--- src/tslfo_pkg.sv ---
// ----------------------------------------------------------------------------
// tslfo_pkg
// Shared widths, register indexes and constants of the tempo-synced LFO.
// ----------------------------------------------------------------------------
`default_nettype none

package tslfo_pkg;

  localparam int FRAME_BITS_DEF = 48;

  localparam int MODE_W   = 2;
  localparam int SPEED_W  = 10;
  localparam int GAIN_W   = 18;
  localparam int OFFS_W   = 17;
  localparam int SRATE_W  = 18;
  localparam int TEMPO_W  = 17;
  localparam int LEVEL_W  = 17;
  localparam int DATA_W   = 18;
  localparam int INDEX_W  = 3;

  localparam int PROD1_W  = SPEED_W + SRATE_W;   // speed * sample rate
  localparam int SCALE_W  = 21;
  localparam int PERQ_W   = 49;                  // period in samples, Q16
  localparam int PERI_W   = PERQ_W - 16;         // integer period
  localparam int RAMP_W   = 17;
  localparam int WPROD_W  = LEVEL_W + GAIN_W;

  // 60 s/min * 100 centi * 256 (Q8 speed to Q16 period)
  localparam logic [SCALE_W-1:0] PERIOD_SCALE = 21'd1536000;
  localparam logic [TEMPO_W-1:0] DEFAULT_CENTI = 17'd12000;
  localparam logic [LEVEL_W-1:0] ONE_Q16 = 17'd65536;

  typedef enum logic [INDEX_W-1:0] {
    REG_WAVE_MODE   = 3'd0,
    REG_SPEED       = 3'd1,
    REG_GAIN        = 3'd2,
    REG_OFFSET      = 3'd3,
    REG_SAMPLE_RATE = 3'd4
  } reg_index_t;

  typedef enum logic [MODE_W-1:0] {
    MODE_ZERO     = 2'd0,
    MODE_TRIANGLE = 2'd1,
    MODE_SAW      = 2'd2,
    MODE_SQUARE   = 2'd3
  } wave_mode_t;

endpackage

`default_nettype wire

--- src/tslfo_div.sv ---
// ----------------------------------------------------------------------------
// tslfo_div
// Pipelined restoring divider: one quotient bit per stage, a starting
// remainder below the divisor, and a sideband word carried alongside.
// ----------------------------------------------------------------------------
`default_nettype none

module tslfo_div
  import tslfo_pkg::*;
#(
  parameter int NB     = 17,
  parameter int DEN_W  = 17,
  parameter int SIDE_W = 1
) (
  input  logic              clk,
  input  logic              rst,
  input  logic              in_valid,
  input  logic [DEN_W-1:0]  rem_init,
  input  logic [NB-1:0]     num,
  input  logic [DEN_W-1:0]  den,
  input  logic [SIDE_W-1:0] side,
  output logic              out_valid,
  output logic [NB-1:0]     quo,
  output logic [DEN_W-1:0]  rem,
  output logic [SIDE_W-1:0] out_side
);

  logic [NB-1:0]     v_q;
  logic [DEN_W-1:0]  r_q [NB];
  logic [NB-1:0]     q_q [NB];
  logic [DEN_W-1:0]  d_q [NB];
  logic [SIDE_W-1:0] s_q [NB];

  for (genvar k = 0; k < NB; k++) begin : g_stage
    logic              v_in;
    logic [DEN_W-1:0]  r_in;
    logic [DEN_W-1:0]  d_in;
    logic [NB-1:0]     q_in;
    logic [SIDE_W-1:0] s_in;
    logic [DEN_W:0]    sh;
    logic [DEN_W:0]    diff;
    logic              take;

    if (k == 0) begin : g_first
      assign v_in = in_valid;
      assign r_in = rem_init;
      assign d_in = den;
      assign q_in = num;
      assign s_in = side;
    end else begin : g_next
      assign v_in = v_q[k-1];
      assign r_in = r_q[k-1];
      assign d_in = d_q[k-1];
      assign q_in = q_q[k-1];
      assign s_in = s_q[k-1];
    end

    // shift in the next dividend bit, subtract when it fits
    assign sh   = {r_in, q_in[NB-1]};
    assign diff = sh - {1'b0, d_in};
    assign take = sh >= {1'b0, d_in};

    always_ff @(posedge clk) begin
      if (rst) begin
        v_q[k] <= 1'b0;
      end else begin
        v_q[k] <= v_in;
      end
    end

    always_ff @(posedge clk) begin
      r_q[k] <= take ? diff[DEN_W-1:0] : sh[DEN_W-1:0];
      q_q[k] <= {q_in[NB-2:0], take};
      d_q[k] <= d_in;
      s_q[k] <= s_in;
    end
  end

  assign out_valid = v_q[NB-1];
  assign quo       = q_q[NB-1];
  assign rem       = r_q[NB-1];
  assign out_side  = s_q[NB-1];

endmodule

`default_nettype wire

--- config.mk ---
export PLATFORM = sky130hd
export DESIGN_NAME = tslfo_div
export DESIGN_NICKNAME = d
export VERILOG_FILES = /design/src/tslfo_pkg.sv /design/src/tslfo_div.sv
export SDC_FILE = /design/constraint.sdc
export NUM_CORES = 1
export LEC_CHECK = 0
export ABC_AREA = 1
export BUFFER_PORTS_ARGS = -buffer_cell sky130_fd_sc_hd__buf_2
export CAP_MARGIN = 20
export CORE_MARGIN = 10
export CORE_UTILIZATION = 60
export CTS_CLUSTER_SIZE = 40
export DETAILED_ROUTE_END_ITERATION = 12
export PLACE_DENSITY = 0.88
export SLEW_MARGIN = 25
export SYNTH_ARGS = -nofsm -noshare
export SYNTH_HDL_FRONTEND = slang
export SYNTH_SLANG_ARGS = --single-unit
export TNS_END_PERCENT = 1
--- constraint.sdc ---
create_clock -name clk -period 2.2 [get_ports clk]
set_input_delay 0.33 -clock clk [delete_from_list [all_inputs] [get_ports clk]]
set_output_delay 0.33 -clock clk [all_outputs]
set_load 0.1 [all_outputs]
==> results.md <==
* Status: complete, no violations
* FFs w/ async S/R, synth at 0
* Met2 routed WL at 51,600 microns
* Worst Path Max Fanout at 18
* DRC Markers at 0
* Area of the core at 0.0703 sq mm
* Number of synthesized flops with an enable pin at 0
* Worst-case reg-to-reg path depth at 14
* Inserted Clock Buffers at 88
* Final clock skew at 0.0202 ns
* RSZ-0062 raised after global routing: yes
* Top_reg_cell synth: dfxtp_1
* Total Nets Final at 6,508
* Minimum clock period at 2.17 ns
* Max Cap Violations at 0
* First-pass GRT wire length at 169,000 microns
* Initial Util at 0.608
* Final total power at 0.0772 W
* Post-Synthesis Cells at 5,890
* GRT Util Overall at 0.247
* Via density at 5.05
* Syn. warnings at 0
* Highest Signal Layer: met4
* Syn avg cell area at 7.26 sq um
* Max Clock Freq at 461 MHz
* Initial drt markers at 2,752
* Period utilization at 0.985
* Layout cell share with drive strength beyond 1 at 0.107
* CTS Root Cell: clkbuf_16
* Pin count of the biggest net entering global routing at 19
* Grt total ovfl at 0
* I/O pins at 91
* TritonRoute pass-1 iters at 6
* IO Port Bufs at 90
* NetSw at 0.0346 W
* Slew HR at 0.667
* Routed vias at 36,200
* Post-route ant nets at 0
* Hold WC Path Type: reg -> reg
* Flops & latches, synth at 884
* Drt wl/cell at 14.6 microns
* Critical path type: reg -> reg
* Worst Hold Depth at 0
* H-tree Lvls at 3
* Gate power share at 0.492
* Netlist cell types at 42
* DRT Wirelength at 105,000 microns
* Int Power at 0.0426 W
* Chip Width at 287 microns
* CTS clk-pin slew, worst paths at 0.07 ns
* Diodes inserted at 0
* CTS tree: done
* Net Sw Frac at 0.448
* Met3 routed WL at 5940 microns
* Most frequent cells in the layout: nand2_1, inv_1, dfxtp_1
* Final Setup Violations at 0
* Max clock buf depth at 3
* Height of the die at 287 microns
* Hpwl dp at 79,400 microns
* Final Hold Vio Count at 0
* Die footprint at 0.0823 sq mm
* Final Max Tran Viols at 0
* WL met1 at 42,400 microns
* Register area share after synthesis at 0.414
* R2R Setup Slk at 0.03 ns
* Final core utilization at 0.688
* Synthesized area at 0.0427 sq mm
* Maximum VDD drop at 0.00119 V
* P per Cell Area at 1600 mW/mm^2
* Leakage at 27.6 nW
* Measured slew at the worst slew-check pin at 0.503 ns
* Skew-Pair Late Insertion Delay at 0.66 ns
* CP Launch Type: register
* Register share of total power at 0.305
* GPL Wtd Cong at 0.944
* Syn Nets at 6,251
* Num rows at 97
* Antenna violations before repair at 1
* Crit end category: register
* Most common cell after layout, fill and taps aside: nand2_1
* Worst endpoint required time at 2.72 ns
* Clock Power Share at 0.203
* Vias in the first global route at 34,600
* Crit path DAT at 2.69 ns
* CTS Sinks at 884
* Area growth, synth to finish at 13.2%
-- power by group through the flow --
| stage | registers [W] | logic [W] | clock network, W |
|---|---|---|---|
| floorplan | 0.0247 | 0.0272 | 0 |
| global placement | 0.0238 | 0.0352 | 0 |
| detailed placement | 0.0238 | 0.0361 | 0 |
| CTS | 0.0235 | 0.0368 | 0.0159 |
| global route | 0.0239 | 0.0426 | 0.0166 |
| finish | 0.0236 | 0.0380 | 0.0156 |
-- worst max-delay path, cell delays in order, from the launching register on --
cell	delay, ns
dfxtp_2	0.35
inv_1	0.08
ha_2	0.18
inv_1	0.08
fa_2	0.37
nand2_1	0.11
nand2_1	0.10
nand3b_1	0.11
nand2_2	0.09
nand2_2	0.09
nand2_2	0.07
nand2_4	0.11
nand2_8	0.12
nand2_1	0.10
nand2_1	0.07
-- metrics by stage --
step	instance area [sq um]	cells	setup WS [ns]	hold slack (ns)	TNS (ns)
floorplan	42700	5890	0.297	0.310	0
global placement	44200	6914	0.0357	0.310	0
detailed placement	44200	6914	-0.0274	0.312	-0.0832
CTS	47900	7131	0.0156	0.279	0
global route	48400	7159	-0.0648	0.302	-0.445
finish	48400	7159	0.0323	0.313	0
-- registers in the layout (all words and copies together) (netlist names) --
name and cells:
out_valid 1, d_q 272, r_q 289, g_stage.v_in 16, q_q 289, s_q 17
-- synth_stat cells, types with 6 or more instances --
library cell,instances,share of area
buf_2,13,0.0015
or2_1,16,0.0023
and3_1,14,0.0020
inv_1,1149,0.10
nor4_4,14,0.0070
o21ai_2,6,0.0012
buf_12,7,0.0033
nand4_1,27,0.0040
buf_4,27,0.0047
a21oi_1,148,0.017
buf_6,7,0.0018
a21oi_2,7,0.0014
fa_1,17,0.0080
nand2_2,150,0.022
and2_1,24,0.0035
nor2_4,13,0.0034
nand3b_1,13,0.0023
ha_1,289,0.085
xor2_1,103,0.021
dfxtp_1,884,0.41
nor2_2,29,0.0042
nand3_1,501,0.059
inv_2,19,0.0017
nor2_1,204,0.018
nor3_1,19,0.0022
nand2_1,2097,0.18
xnor2_1,16,0.0033
nand2_4,44,0.012
-- final cells by class --
cell class	instances	area, sq um
Sequential cell	884	17700
Timing Repair Buffer	224	1690
Inverter	1168	4380
Multi-Input combinational cell	3781	20400
Clock inverter	51	627
Fill cell	5515	21900
Clock buffer	111	2430
Tap cell	940	1180
-- layer usage --
layer	track usage	vias up
met5	0	-
met4	0.113	0
met3	0.0334	350
met2	0.441	1255
met1	0.291	16300
li1	-	18300
-- kinds of logic (layout without fill, tap and decap cells) --
logic type / Yosys count / in the layout / synth area share
adder cells (fa/ha/maj): 306 / 306 / 0.0926
AND/OR/NAND/NOR: 3184 / 3186 / 0.332
AO/OA/AOI/OAI: 170 / 170 / 0.0221
flip-flops: 884 / 884 / 0.414
buffers and inverters: 1227 / 1554 / 0.115
XOR/XNOR: 119 / 119 / 0.0244
-- timing repair --
action                                  in CTS  in global routing
cloned                                       0                  2
buffers inserted                             2                 26
hold endpoints to repair                    57                  0
hold buffers                                53                  0
resized for setup                            6                 69
endpoints found under the setup margin      39                246
pin swaps                                    1                 13
-- path summary, 6_finish.rpt --
kind / endpoint / start
setup / recovery: r_q[0][162]$_DFF_P_ / q_q[0][152]$_DFF_P_
hold / removal: q_q[0][271]$_DFF_P_ / q_q[0][253]$_DFF_P_
setup reg to reg: r_q[0][162]$_DFF_P_ / q_q[0][152]$_DFF_P_
hold reg to reg: q_q[0][271]$_DFF_P_ / q_q[0][253]$_DFF_P_
(Power assumes the default switching activity.)
